## src/rtl/core/properties_text_tokenizer_unit_defines.svh

```systemverilog
// Assertion macros shared by the tokenizer RTL.
`ifndef PROPERTIES_TEXT_TOKENIZER_UNIT_DEFINES_SVH
`define PROPERTIES_TEXT_TOKENIZER_UNIT_DEFINES_SVH

// Same-cycle implication, checked outside reset.
`define PTT_ASSERT_NOW(label, clk, rst_n, ante, cons, msg) \
    label: assert property (@(posedge clk) disable iff (!rst_n) (ante) |-> (cons)) \
        else $error(msg);

// Next-cycle implication, checked outside reset.
`define PTT_ASSERT_NEXT(label, clk, rst_n, ante, cons, msg) \
    label: assert property (@(posedge clk) disable iff (!rst_n) (ante) |=> (cons)) \
        else $error(msg);

`endif

```

## src/rtl/core/ptt_pkg.sv

```systemverilog
`timescale 1ns / 1ps

package ptt_pkg;

    typedef struct packed {
        logic       cmd;
        logic [7:0] data_byte;
    } t_in_item;

    typedef struct packed {
        logic [1:0] token_kind;
        logic [7:0] token_byte;
    } t_out_item;

    typedef enum logic [7:0] {
        MODE_WS      = 8'b0000_0001,
        MODE_COMMENT = 8'b0000_0010,
        MODE_KEY     = 8'b0000_0100,
        MODE_KEY_ESC = 8'b0000_1000,
        MODE_KEY_WS  = 8'b0001_0000,
        MODE_VAL     = 8'b0010_0000,
        MODE_VAL_ESC = 8'b0100_0000,
        MODE_VAL_WS  = 8'b1000_0000
    } t_mode;

    localparam logic [1:0] KIND_KEY   = 2'd0;
    localparam logic [1:0] KIND_VALUE = 2'd1;
    localparam logic [1:0] KIND_PAIR  = 2'd2;

    localparam logic CMD_TEXT = 1'b0;
    localparam logic CMD_END  = 1'b1;

    localparam logic [7:0] CH_TAB    = 8'h09;
    localparam logic [7:0] CH_LF     = 8'h0A;
    localparam logic [7:0] CH_CR     = 8'h0D;
    localparam logic [7:0] CH_SPACE  = 8'h20;
    localparam logic [7:0] CH_BANG   = 8'h21;
    localparam logic [7:0] CH_HASH   = 8'h23;
    localparam logic [7:0] CH_COLON  = 8'h3A;
    localparam logic [7:0] CH_EQ     = 8'h3D;
    localparam logic [7:0] CH_BSLASH = 8'h5C;
    localparam logic [7:0] CH_N      = 8'h6E;
    localparam logic [7:0] CH_R      = 8'h72;
    localparam logic [7:0] CH_T      = 8'h74;
    localparam logic [7:0] CH_TILDE  = 8'h7E;
    localparam logic [7:0] CH_DEL    = 8'h7F;

endpackage

```

## src/rtl/core/properties_text_tokenizer_unit.sv

```systemverilog
// Properties-text tokenizer.
// Input channel (i_in_valid / o_in_ready / i_in_data): one request per cycle
// while o_in_ready is high, either a text byte (cmd = text) or an end-of-text
// marker that flushes a pending pair. Output channel (o_out_valid /
// i_out_ready / o_out_data): zero or one result per request, tagged key byte,
// value byte or pair complete. An accepted request waits in the input
// register, then loads the result register, which drives o_out_valid. The input
// channel takes one request per cycle while the receiver keeps up; the next
// parse state is computed combinationally between the input register and the
// result register. Requests that produce no result never wait on the output side.
// When the receiver stalls, the result register holds; the input register
// still drains requests that yield nothing, and a request that yields a
// result waits there, which drops o_in_ready until the result is taken.
// Reset (i_rst_n low, synchronous) empties both registers, puts the parser in
// whitespace mode and clears the key-present flag.
`timescale 1ns / 1ps
`include "properties_text_tokenizer_unit_defines.svh"

module properties_text_tokenizer_unit (
    input  logic               i_clk,
    input  logic               i_rst_n,
    input  logic               i_in_valid,
    output logic               o_in_ready,
    input  ptt_pkg::t_in_item  i_in_data,
    output logic               o_out_valid,
    input  logic               i_out_ready,
    output ptt_pkg::t_out_item o_out_data
);

    logic               r_in_valid;
    ptt_pkg::t_in_item  r_in;
    ptt_pkg::t_mode     r_mode;
    ptt_pkg::t_mode     n_mode;
    logic               r_key_present;
    logic               n_key_present;
    logic               r_out_valid;
    ptt_pkg::t_out_item r_out;
    ptt_pkg::t_out_item n_out;
    logic               n_emit;
    logic               w_fire;
    logic [7:0]         w_c;
    logic               w_printable;
    logic               w_graphic;
    logic               w_sep;

    assign w_c         = r_in.data_byte;
    assign w_printable = (w_c inside {[ptt_pkg::CH_SPACE:ptt_pkg::CH_TILDE]});
    assign w_graphic   = (w_c inside {[ptt_pkg::CH_BANG:ptt_pkg::CH_TILDE]});
    assign w_sep       = (w_c == ptt_pkg::CH_EQ) || (w_c == ptt_pkg::CH_COLON);

    always_comb begin
        n_mode           = r_mode;
        n_key_present    = r_key_present;
        n_emit           = 1'b0;
        n_out.token_kind = ptt_pkg::KIND_KEY;
        n_out.token_byte = w_c;
        if (r_in.cmd == ptt_pkg::CMD_END) begin
            n_emit           = r_key_present;
            n_out.token_kind = ptt_pkg::KIND_PAIR;
            n_out.token_byte = '0;
            n_key_present    = 1'b0;
            n_mode           = ptt_pkg::MODE_WS;
        end else begin
            case (r_mode)
                ptt_pkg::MODE_WS: begin
                    if (w_c == ptt_pkg::CH_HASH || w_c == ptt_pkg::CH_BANG) begin
                        n_mode = ptt_pkg::MODE_COMMENT;
                    end else if (w_c inside {[ptt_pkg::CH_BANG:ptt_pkg::CH_DEL]}) begin
                        n_mode        = ptt_pkg::MODE_KEY;
                        n_key_present = 1'b1;
                        n_emit        = 1'b1;
                    end
                end
                ptt_pkg::MODE_COMMENT: begin
                    if (w_c == ptt_pkg::CH_LF) begin
                        n_mode = ptt_pkg::MODE_WS;
                    end
                end
                ptt_pkg::MODE_KEY: begin
                    if (w_c == ptt_pkg::CH_BSLASH) begin
                        n_mode = ptt_pkg::MODE_KEY_ESC;
                    end else if (w_c == ptt_pkg::CH_SPACE) begin
                        n_mode = ptt_pkg::MODE_KEY_WS;
                    end else if (w_sep) begin
                        n_mode = ptt_pkg::MODE_VAL_WS;
                    end else if (w_c == ptt_pkg::CH_LF) begin
                        n_emit           = r_key_present;
                        n_out.token_kind = ptt_pkg::KIND_PAIR;
                        n_out.token_byte = '0;
                        n_key_present    = 1'b0;
                        n_mode           = ptt_pkg::MODE_WS;
                    end else if (w_graphic) begin
                        n_key_present = 1'b1;
                        n_emit        = 1'b1;
                    end
                end
                ptt_pkg::MODE_KEY_ESC: begin
                    n_mode = ptt_pkg::MODE_KEY;
                    if (w_printable) begin
                        n_key_present = 1'b1;
                        n_emit        = 1'b1;
                    end
                end
                ptt_pkg::MODE_KEY_WS: begin
                    if (w_sep) begin
                        n_mode = ptt_pkg::MODE_VAL_WS;
                    end else if (w_graphic) begin
                        n_mode           = ptt_pkg::MODE_VAL;
                        n_emit           = 1'b1;
                        n_out.token_kind = ptt_pkg::KIND_VALUE;
                    end
                end
                ptt_pkg::MODE_VAL: begin
                    n_out.token_kind = ptt_pkg::KIND_VALUE;
                    if (w_c == ptt_pkg::CH_BSLASH) begin
                        n_mode = ptt_pkg::MODE_VAL_ESC;
                    end else if (w_c == ptt_pkg::CH_LF) begin
                        n_emit           = r_key_present;
                        n_out.token_kind = ptt_pkg::KIND_PAIR;
                        n_out.token_byte = '0;
                        n_key_present    = 1'b0;
                        n_mode           = ptt_pkg::MODE_WS;
                    end else if (w_printable) begin
                        n_emit = 1'b1;
                    end
                end
                ptt_pkg::MODE_VAL_ESC: begin
                    n_out.token_kind = ptt_pkg::KIND_VALUE;
                    if (w_c == ptt_pkg::CH_LF) begin
                        // line continuation
                        n_mode = ptt_pkg::MODE_VAL_WS;
                    end else begin
                        n_mode = ptt_pkg::MODE_VAL;
                        n_emit = w_printable;
                        if (w_c == ptt_pkg::CH_N) begin
                            n_out.token_byte = ptt_pkg::CH_LF;
                        end else if (w_c == ptt_pkg::CH_R) begin
                            n_out.token_byte = ptt_pkg::CH_CR;
                        end else if (w_c == ptt_pkg::CH_T) begin
                            n_out.token_byte = ptt_pkg::CH_TAB;
                        end
                    end
                end
                ptt_pkg::MODE_VAL_WS: begin
                    if (w_c == ptt_pkg::CH_BSLASH) begin
                        n_mode = ptt_pkg::MODE_VAL_ESC;
                    end else if (w_graphic) begin
                        n_mode           = ptt_pkg::MODE_VAL;
                        n_emit           = 1'b1;
                        n_out.token_kind = ptt_pkg::KIND_VALUE;
                    end
                end
                default: begin
                    n_mode = ptt_pkg::MODE_WS;
                end
            endcase
        end
    end

    // Advance the parse stage unless its result would overwrite a held one.
    assign w_fire     = r_in_valid && (!r_out_valid || i_out_ready || !n_emit);
    assign o_in_ready = !r_in_valid || w_fire;

    always_ff @(posedge i_clk) begin
        if (!i_rst_n) begin
            r_in_valid <= 1'b0;
        end else if (o_in_ready) begin
            r_in_valid <= i_in_valid;
        end
    end

    always_ff @(posedge i_clk) begin
        if (o_in_ready) begin
            r_in <= i_in_data;
        end
    end

    always_ff @(posedge i_clk) begin
        if (!i_rst_n) begin
            r_mode        <= ptt_pkg::MODE_WS;
            r_key_present <= 1'b0;
        end else if (w_fire) begin
            r_mode        <= n_mode;
            r_key_present <= n_key_present;
        end
    end

    always_ff @(posedge i_clk) begin
        if (!i_rst_n) begin
            r_out_valid <= 1'b0;
        end else if (w_fire && n_emit) begin
            r_out_valid <= 1'b1;
        end else if (i_out_ready) begin
            r_out_valid <= 1'b0;
        end
    end

    always_ff @(posedge i_clk) begin
        if (w_fire && n_emit) begin
            r_out <= n_out;
        end
    end

    assign o_out_valid = r_out_valid;
    assign o_out_data  = r_out;

    `PTT_ASSERT_NOW(a_pair_byte_zero, i_clk, i_rst_n,
        r_out_valid && r_out.token_kind == ptt_pkg::KIND_PAIR,
        r_out.token_byte == 8'h00, "pair-complete result carries a nonzero byte")
    `PTT_ASSERT_NEXT(a_pair_clears_key, i_clk, i_rst_n,
        w_fire && n_emit && n_out.token_kind == ptt_pkg::KIND_PAIR,
        !r_key_present, "key flag still set after pair complete")
    `PTT_ASSERT_NEXT(a_key_sets_flag, i_clk, i_rst_n,
        w_fire && n_emit && n_out.token_kind == ptt_pkg::KIND_KEY,
        r_key_present, "key byte sent without setting key flag")
    `PTT_ASSERT_NEXT(a_end_resets, i_clk, i_rst_n,
        w_fire && r_in.cmd == ptt_pkg::CMD_END,
        r_mode == ptt_pkg::MODE_WS && !r_key_present, "end of text did not reset parser")
    `PTT_ASSERT_NOW(a_pair_needs_key, i_clk, i_rst_n,
        w_fire && n_emit && n_out.token_kind == ptt_pkg::KIND_PAIR,
        r_key_present, "pair complete sent without a key")

endmodule
```

## config.mk

```make
export PLATFORM = sky130hd
export DESIGN_NAME = properties_text_tokenizer_unit
export DESIGN_NICKNAME = d
export VERILOG_FILES = /design/src/rtl/core/ptt_pkg.sv /design/src/rtl/core/properties_text_tokenizer_unit.sv
export VERILOG_INCLUDE_DIRS = /design/src /design/src/rtl/core
export SDC_FILE = /design/constraint.sdc
export NUM_CORES = 1
export LEC_CHECK = 0
export BUFFER_PORTS_ARGS = -buffer_cell sky130_fd_sc_hd__clkbuf_2
export CORE_AREA = 2 2 67 69
export CTS_CLUSTER_SIZE = 24
export DETAILED_ROUTE_END_ITERATION = 8
export DIE_AREA = 0 0 69 71
export GPL_ROUTABILITY_DRIVEN = 1
export PLACE_DENSITY_LB_ADDON = 0.25
export SKIP_CTS_REPAIR_TIMING = 1
export SLEW_MARGIN = 40
export SYNTH_ARGS = -nofsm -noshare
export SYNTH_HDL_FRONTEND = slang
export SYNTH_SLANG_ARGS = --single-unit
```

## constraint.sdc

```tcl
create_clock -name i_clk -period 3.49 [get_ports i_clk]
set_input_delay 0.698 -clock i_clk [delete_from_list [all_inputs] [get_ports i_clk]]
set_output_delay 0.698 -clock i_clk [all_outputs]
set_load 0.01 [all_outputs]
```

==> results.json, run 1 <==
{
  "detail_route.wl_per_cell_um": 17.1,
  "postLayoutCoreUtil_pct": 59.0,
  "hold_path_depth": 2,
  "maxCapViolCount": 0,
  "initial_antenna_violation_count": 0,
  "status": "completed",
  "die_area_um2": 4900,
  "instances_no_fill": 325,
  "total_global_routing_track_utilization_pct": 23.1,
  "synth_cells": 247,
  "syn-mean-instance-area_um2": 8.93,
  "crit-reg2reg-capture": "r_key_present",
  "p_sw_share_pct": 26.3,
  "coreArea_um2": 4200,
  "area_delta_synth_final_pct": 12.4,
  "via_count": 2107,
  "synthTopCellsByArea": "edfxtp_1, dfxtp_1, o21ai_0, nor2_1, a21oi_1",
  "hpwlAfterDp_um": 4160,
  "ys.flop_type": "edfxtp_1",
  "htreeDepth": 2,
  "endpoint_kind": "output pin",
  "die_height_um": 71,
  "global_route.overflow_total": 0,
  "leakage_nw": 0.876,
  "first_pass_grt_wire_length_um": 9100,
  "reg2regPathDepth": 7,
  "hold_viol_final": 0,
  "worstPathMaxFanout": 11,
  "ant_nets": 0,
  "synth_seq_area_share_pct": 35.8,
  "largest_net_degree_at_the_start_of_global_routing": 15,
  "p_sw_uw": 206,
  "share_seq_of_total_power_pct": 51.2,
  "finalInstanceArea_um2": 2480,
  "class_of_the_tightest_hold_or_removal_check": "register to register",
  "placed_area_um2": 2380,
  "power.combinational.fraction_pct": 10.6,
  "clockRootBuffer": "clkbuf_8",
  "first_global_vias": 1851,
  "total_cts_buffers": 5,
  "worstPathRequired_ns": 2.79,
  "crit-reg2reg-launch": "w_c[5]",
  "postSynth.asyncResetShare_pct": 0,
  "number_of_cells_in_the_design_after_placement": 317,
  "power-per-cell-area_nw_per_um2": 317,
  "worst_slew_margin_rel_pct": 54.2,
  "netlist_area_um2": 2210,
  "power.clock.fraction_pct": 38.3,
  "clock_tree.buffer_depth": 2,
  "p_int_uw": 579,
  "io_pins": 25,
  "rsz0062_at_grt": "false",
  "post-synth-top-area-fraction_pct": 25.9,
  "first_iter_violations": 227,
  "totalPowerFinal_uw": 786,
  "clock_sink_count": 30,
  "n_antenna_cell": 0,
  "multiInputGateArea_um2": 1310,
  "timing.fmax_ghz": 0.303,
  "critical_path.startpoint": "w_c[0]",
  "place.gp.congestion": 0.925,
  "layout.filler_cells": 370,
  "final_critical_path_setup_slack_ns": 0.187,
  "critPathKind": "register to output pin",
  "tritoncts_clock_tree": "built",
  "synthDistinctLibCells": 67,
  "cp-endpoint": "o_in_ready",
  "post_route_cells_drive_above_1_share_pct": 22.3,
  "worst_setup_path_start_kind": "register",
  "chipWidth_um": 69,
  "drtPass1Iterations": 5,
  "start_util_pct": 52.5,
  "area_leader_netlist": "edfxtp_1",
  "dpl_worst_slack_ns": 0.514,
  "finalClockSkew_ns": 0.00703,
  "port_buf_inserts": 24,
  "routed_wl_um": 5560,
  "final_nets": 285,
  "hold_ws_ns": 0.515,
  "worst-r2r-setup-slack_ns": 0.50,
  "synth-edff-count": 19,
  "worst-endpoint-arrival_ns": 2.60,
  "vias_per_cell": 6.48,
  "clk-insertion-delay-late_ns": 0.29,
  "final_cycle_utilization_of_the_critical_path_pct": 94.6,
  "period_minus_slack_ns": 3.30,
  "timing_max_transition_violations_final": 0,
  "clkSlewWorstSetupHoldPaths_ns": 0.07,
  "tns_ns": 0,
  "synth.net_count": 260,
  "report.final.setup_viol": 0,
  "tightest_slew_ns": 0.687,
  "yosysWarningCount": 0,
  "placementRows": 24,
  "postSynthRegisterBits": 30,
  "max-vdd-ir-drop_mv": 0.230,
  "layout.area.seq_um2": 791,
  "drc_errors": 0
}
==> worst min-delay path by stage <==
stage | startpoint | endpoint | slack [ns]
2_1_floorplan | r_key_present | r_key_present | 0.46
6_report | r_key_present | r_key_present | 0.52
5_1_grt | r_key_present | r_key_present | 0.54
3_5_place_dp | r_key_present | r_key_present | 0.49
3_3_place_gp | r_key_present | r_key_present | 0.50
4_1_cts | r_key_present | r_key_present | 0.51
==> Yosys cell counts, types with 2 or more instances <==
master	instances
a211oi_2	2
o21ai_1	2
o311a_1	3
and3_1	3
nand4b_1	2
and4_1	3
nor4_1	4
nor4b_1	4
dfxtp_1	11
nand3_1	12
buf_2	2
nand3b_1	2
nor2_1	24
o21ai_0	18
nor3_1	7
o31ai_1	3
a211oi_1	4
or4_4	2
o211ai_1	3
nand2b_1	5
nand2_1	13
nor3_2	2
buf_6	2
o21a_1	2
nand4_1	7
clkbuf_1	9
a31oi_1	3
nor2b_1	6
edfxtp_1	19
or3_1	2
o31a_1	2
a21oi_1	15
o311ai_1	2
inv_1	9
and2_1	6
==> kinds of logic (layout without fill, tap and decap cells) <==
family          count (synthesis)  in the layout  synth area share (%)
xor+xnor                        2              2                 0.794
buf+inv                        24             50                  5.22
simple gates                  116            116                  32.8
compound gates                 75             75                  25.4
flops                          30             30                  35.8
==> placed cells by master, fill, tap and decap left out, types with 3 or more instances in the layout <==
cell      count
a211oi_1      4
a21oi_1      15
a31oi_1       3
and2_1        6
and3_1        3
and4_1        3
buf_4         9
clkbuf_2     24
clkbuf_8      6
dfxtp_1      11
edfxtp_1     19
inv_1         9
nand2_1      13
nand2b_1      5
nand3_1      12
nand4_1       7
nor2_1       24
nor2b_1       6
nor3_1        7
nor4_1        4
nor4b_1       4
o211ai_1      3
o21ai_0      18
o311a_1       3
o31ai_1       3
==> power groups by stage <==
stage                     clock, mW  sequential [mW]  combinational [mW]
after floorplan                   0            0.403              0.0629
after global placement            0            0.410              0.0810
after detailed placement          0            0.410              0.0816
after CTS                     0.303            0.402              0.0820
after global routing          0.316            0.404              0.0900
final                         0.301            0.402              0.0829
==> sequential cells by signal (all words and copies together), names as in the netlist <==
| signal | count |
|---|---|
| o_out_data | 10 |
| w_c | 8 |
| r_in_valid | 1 |
| r_key_present | 1 |
| o_out_valid | 1 |
| r_in | 1 |
| r_mode | 8 |
==> layer usage <==
| layer | global-route usage (%) | vias up | share of wire, % |
|---|---|---|---|
| li1 | - | 1002 | - |
| met1 | 33.7 | 973 | 44 |
| met2 | 35.1 | 118 | 44 |
| met3 | 4.13 | 14 | 9.9 |
| met4 | 6.75 | 0 | 1.9 |
| met5 | 0 | - | 0 |
==> worst max-delay path: stages (launching register included) <==
cell and delay, ns:
edfxtp_1 0.53, or3b_1 0.48, a2111oi_4 0.60, nand2_1 0.12, o211ai_1 0.17, nand3_1 0.15
nand3_1 0.12, clkbuf_2 0.14
==> final cells by class <==
class	instances	area share [%]
Clock buffer	6	3.33
Clock inverter	2	0.505
Inverter	9	1.36
Multi-Input combinational cell	193	52.7
Sequential cell	30	31.9
Tap cell	52	2.62
Timing Repair Buffer	33	7.57
No activity file was read; power rests on OpenSTA's default activity.
==> inputs of run 2 (changes only) <==
clock period = 3.3 ns   (was 3.49 ns; I/O delays follow)
==> run 2 against run 1 <==
- core utilization grew 1.2 points
- global-route usage increased by 1.6 points
- non-clock buffer count up 8
- critical path depth unchanged
- power grew 1.6%
==> results.json, run 2 (synthesis results as in run 1) <==
{
  "die_height_um": 71,
  "worst-endpoint-arrival_ns": 2.52,
  "clk-insertion-delay-late_ns": 0.28,
  "met2WireLength_um": 2790,
  "multiInputGateArea_um2": 1310,
  "chipWidth_um": 69,
  "via_count": 2201,
  "timing_max_transition_violations_final": 0,
  "tns_ns": 0,
  "timing.fmax_ghz": 0.315,
  "clock_tree.buffer_depth": 2,
  "status": "completed",
  "report.final.setup_viol": 0,
  "worstPathRequired_ns": 2.64,
  "topRoutingLayerUsed": "met4",
  "final_cycle_utilization_of_the_critical_path_pct": 96.3,
  "power-per-cell-area_nw_per_um2": 316,
  "placementRows": 24,
  "largest_net_degree_at_the_start_of_global_routing": 15,
  "tritoncts_clock_tree": "built",
  "routed_wl_um": 5930,
  "coreArea_um2": 4200,
  "tightest_slew_ns": 0.717,
  "power.clock.fraction_pct": 34.6,
  "period_minus_slack_ns": 3.18,
  "commonest_non_fill_non_tap_cells_in_the_layout": "nor2_1, clkbuf_2, edfxtp_1, o21ai_0, buf_4",
  "wl_met3_um": 526,
  "layout.filler_cells": 376,
  "first_pass_grt_wire_length_um": 9660,
  "place.gp.congestion": 0.989,
  "worst_slew_margin_rel_pct": 52.2,
  "class_of_the_tightest_hold_or_removal_check": "register to register",
  "final_critical_path_setup_slack_ns": 0.123,
  "p_int_uw": 590,
  "worst_setup_path_start_kind": "register",
  "global_route.overflow_total": 0,
  "start_util_pct": 52.5,
  "power.combinational.fraction_pct": 12.1,
  "finalClockSkew_ns": 0.00440,
  "first_global_vias": 1982,
  "total_global_routing_track_utilization_pct": 24.7,
  "p_sw_uw": 208,
  "die_area_um2": 4900,
  "critPathKind": "register to output pin",
  "io_pins": 25,
  "maxCapViolCount": 0,
  "area_delta_synth_final_pct": 14.6,
  "max-vdd-ir-drop_mv": 0.288,
  "share_seq_of_total_power_pct": 53.3,
  "hpwlAfterDp_um": 4300,
  "vias_per_cell": 6.63,
  "hold_viol_final": 0,
  "ant_nets": 0,
  "layout.area.seq_um2": 791,
  "htreeDepth": 2,
  "clock_sink_count": 30,
  "final_nets": 293,
  "leakage_nw": 0.913,
  "endpoint_kind": "output pin",
  "worstPathMaxFanout": 7,
  "clockRootBuffer": "clkbuf_8",
  "post_route_cells_drive_above_1_share_pct": 24.6,
  "detail_route.wl_per_cell_um": 17.9,
  "largest_reg_flops": 10,
  "drtPass1Iterations": 5,
  "initial_antenna_violation_count": 0,
  "port_buf_inserts": 24,
  "detail_route.wirelength.met1_um": 2470,
  "n_antenna_cell": 0,
  "clkSlewWorstSetupHoldPaths_ns": 0.06,
  "first_iter_violations": 228,
  "dpl_worst_slack_ns": 0.308,
  "p_sw_share_pct": 26.1,
  "total_cts_buffers": 5,
  "drc_errors": 0
}
[run 2: stage by stage]
| stage | hold slack, ns | std cells | instance area [µm²] | total power [mW] | utilization [%] |
|---|---|---|---|---|---|
| finish | 0.544 | 332 | 2530 | 0.798 | 60.1 |
| global route | 0.537 | 332 | 2530 | 0.826 | 60.1 |
| CTS | 0.543 | 327 | 2490 | 0.796 | 59.1 |
| detailed placement | 0.542 | 320 | 2410 | 0.522 | 57.3 |
| global placement | 0.542 | 320 | 2410 | 0.521 | 57.3 |
| floorplan | 0.459 | 247 | 2210 | 0.493 | - |
[run 2: per-layer routing]
metal / vias to the layer above / global-route usage [%]
li1: 1017 / -
met1: 1027 / 33.1
met2: 134 / 39.7
met3: 23 / 4.56
met4: 0 / 10.2
met5: - / 0
[run 2: critical path, stage by stage (launching register included)]
cell and delay (ns):
edfxtp_1 0.51, or4_4 0.54, or4_4 0.45, nor4_1 0.19, o211ai_1 0.18, nand3_1 0.14
nand3_1 0.09, clkbuf_2 0.14
[run 2: path summary, 6_finish.rpt]
path                   end     startpoint  cells after the start  slack, ns
min reg2reg  r_key_present  r_key_present                      2       0.54
max             o_in_ready         w_c[4]                      7       0.12
max reg2reg  r_key_present         w_c[4]                      7       0.32
min          r_key_present  r_key_present                      2       0.54
[run 2: power groups by stage]
stage          sequential (mW)  combinational (mW)  clock, mW
5_1_grt                  0.427               0.104      0.295
6_report                 0.426              0.0966      0.276
4_1_cts                  0.426              0.0883      0.281
2_1_floorplan            0.426              0.0665          0
3_5_place_dp             0.434              0.0880          0
3_3_place_gp             0.434              0.0874          0
[run 2: cell type report]
| type | instances | area share, % |
|---|---|---|
| clock buffer | 5 | 2.72 |
| clock inverter | 2 | 0.396 |
| inverter | 9 | 1.34 |
| multi-input combinational | 193 | 51.9 |
| sequential | 30 | 31.3 |
| tap | 52 | 2.57 |
| timing repair buffer | 41 | 9.80 |
==> inputs of run 3 (changes only) <==
CTS_CLUSTER_DIAMETER = 30   (was not set)
MAX_ROUTING_LAYER = met4   (was not set)
clock period = 3.7 ns   (was 3.3 ns; I/O delays follow)
==> run 3 against run 2 <==
- non-clock buffer count shrank 13
- clock-buffer cell count is the same
- clock power grew 14%
- worst setup slack gained 0.17 ns
- sequential power shrank 10%
- cell count shrank 3.9%
- critical path depth is the same
- combinational power shrank 23%
- highest routed layer unchanged
- wire length shrank 4.4%
- die area is the same
- power shrank 3.2%
- largest power group unchanged
- global-route usage shrank 0.33 points
==> results.json, run 3 (synthesis results as in run 1) <==
{
  "status": "completed",
  "path_common_cell": "nand3_1",
  "maxCapViolCount": 0,
  "class_of_the_tightest_hold_or_removal_check": "register to register",
  "timing.fmax_ghz": 0.294,
  "port_buf_inserts": 24,
  "commonest_non_fill_non_tap_cells_in_the_layout": "nor2_1, clkbuf_2, edfxtp_1, o21ai_0, a21oi_1",
  "io_pins": 25,
  "report.final.setup_viol": 0,
  "first_pass_grt_wire_length_um": 9260,
  "rsz0062_at_grt": "false",
  "first_iter_violations": 208,
  "tritoncts_clock_tree": "built",
  "slowest_delay_ns": 0.58,
  "timing_max_transition_violations_final": 0,
  "instances_no_fill": 319,
  "clkSlewWorstSetupHoldPaths_ns": 0.06,
  "hold_ws_ns": 0.520,
  "crit_path_cell_trace": "or4_4, nor3_2, o21ai_1, o22ai_2, nand3_1, nand3_1, clkbuf_2",
  "hold_viol_final": 0,
  "period_minus_slack_ns": 3.41,
  "clock_sink_count": 30,
  "worstPathMaxFanout": 10,
  "placementRows": 24,
  "vias_per_cell": 6.59,
  "chipWidth_um": 69,
  "worst_slew_margin_rel_pct": 52.4,
  "final_cycle_utilization_of_the_critical_path_pct": 92.0,
  "n_antenna_cell": 0,
  "initial_antenna_violation_count": 0,
  "coreArea_um2": 4200,
  "worstPathRequired_ns": 2.96,
  "critPathKind": "register to output pin",
  "area_delta_synth_final_pct": 11.1,
  "drtPass1Iterations": 5,
  "worst-r2r-setup-slack_ns": 0.66,
  "power-per-cell-area_nw_per_um2": 315,
  "hold_path_depth": 2,
  "detail_route.wl_per_cell_um": 17.8,
  "clockRootBuffer": "clkbuf_8",
  "critical_path.n_buffers_inverters": 1,
  "postLayoutCoreUtil_pct": 58.3,
  "drc_errors": 0,
  "via_count": 2103,
  "clock_tree.buffer_depth": 2,
  "finalClockSkew_ns": 0.00403,
  "tightest_slew_ns": 0.714,
  "post_route_cells_drive_above_1_share_pct": 20.2,
  "place.gp.congestion": 1.02,
  "dpl_worst_slack_ns": 0.640,
  "number_of_cells_in_the_design_after_placement": 312,
  "clk-insertion-delay-late_ns": 0.28,
  "max-vdd-ir-drop_mv": 0.202,
  "global_route.overflow_total": 0,
  "worst-endpoint-arrival_ns": 2.67,
  "reg2regPathDepth": 7,
  "leakage_nw": 0.858,
  "critical_path_depth": 7,
  "cp_top_family": "simple AND/OR/NAND/NOR gates",
  "htreeDepth": 2,
  "ant_nets": 0,
  "routed_wl_um": 5670,
  "largest_reg_flops": 10,
  "tns_ns": 0,
  "hpwlAfterDp_um": 4200,
  "endpoint_kind": "output pin",
  "total_cts_buffers": 5,
  "worst_setup_path_start_kind": "register",
  "die_height_um": 71,
  "total_global_routing_track_utilization_pct": 24.4,
  "final_nets": 280,
  "start_util_pct": 52.5,
  "die_area_um2": 4900,
  "critPathSlowestCell": "or4_4",
  "first_global_vias": 1948,
  "largest_net_degree_at_the_start_of_global_routing": 15,
  "final_critical_path_setup_slack_ns": 0.294
}
run 3: cell count changes in the layout (fill, tap and decap cells not counted):
| cell | previous run | this run |
|---|---|---|
| buf_4 | 17 | 4 |
| bufinv_16 | 0 | 1 |
| clkinv_1 | 0 | 1 |
| clkinv_2 | 2 | 0 |
| nor3_1 | 6 | 7 |
| nor3_2 | 3 | 2 |
run 3: metrics by stage:
stage               cell area, µm²  total power [mW]
global route                  2450             0.799
finish                        2450             0.773
CTS                           2450             0.774
global placement              2350             0.461
detailed placement            2350             0.462
floorplan                     2210             0.439
run 3: area by class of cell:
cell class / instances / area (µm²)
Fill cell: 386 / 1750
Multi-Input combinational cell: 193 / 1310
Sequential cell: 30 / 791
Timing Repair Buffer: 28 / 150
Clock buffer: 5 / 68.8
Tap cell: 52 / 65.1
Clock inverter: 2 / 33.8
Inverter: 9 / 33.8
run 3: report_power, final:
| group | internal [mW] | switching [mW] | total [mW] |
|---|---|---|---|
| clock | 0.194 | 0.121 | 0.316 |
| sequential | 0.365 | 0.0171 | 0.383 |
| combinational | 0.0301 | 0.0440 | 0.0741 |
| total | 0.590 | 0.183 | 0.773 |
run 3: worst paths after layout:
path | start | endpoint
max | w_c[5] | o_in_ready
max reg2reg | w_c[5] | r_mode[7]
min reg2reg | r_key_present | r_key_present
min | r_key_present | r_key_present
run 3: routing by layer:
metal | GRT usage [%] | wire (µm)
met5 | - | 0
met2 | 37.2 | 2580
met4 | 12.2 | 205
met3 | 6.70 | 503
met1 | 29.9 | 2380
run 3: worst reg2reg max path, delay by kind of cell (launching register included):
| kind | cells | cell delay [ns] |
|---|---|---|
| AO/OA/AOI/OAI | 4 | 0.81 |
| flip-flops | 1 | 0.52 |
| AND/OR/NAND/NOR | 3 | 1.65 |
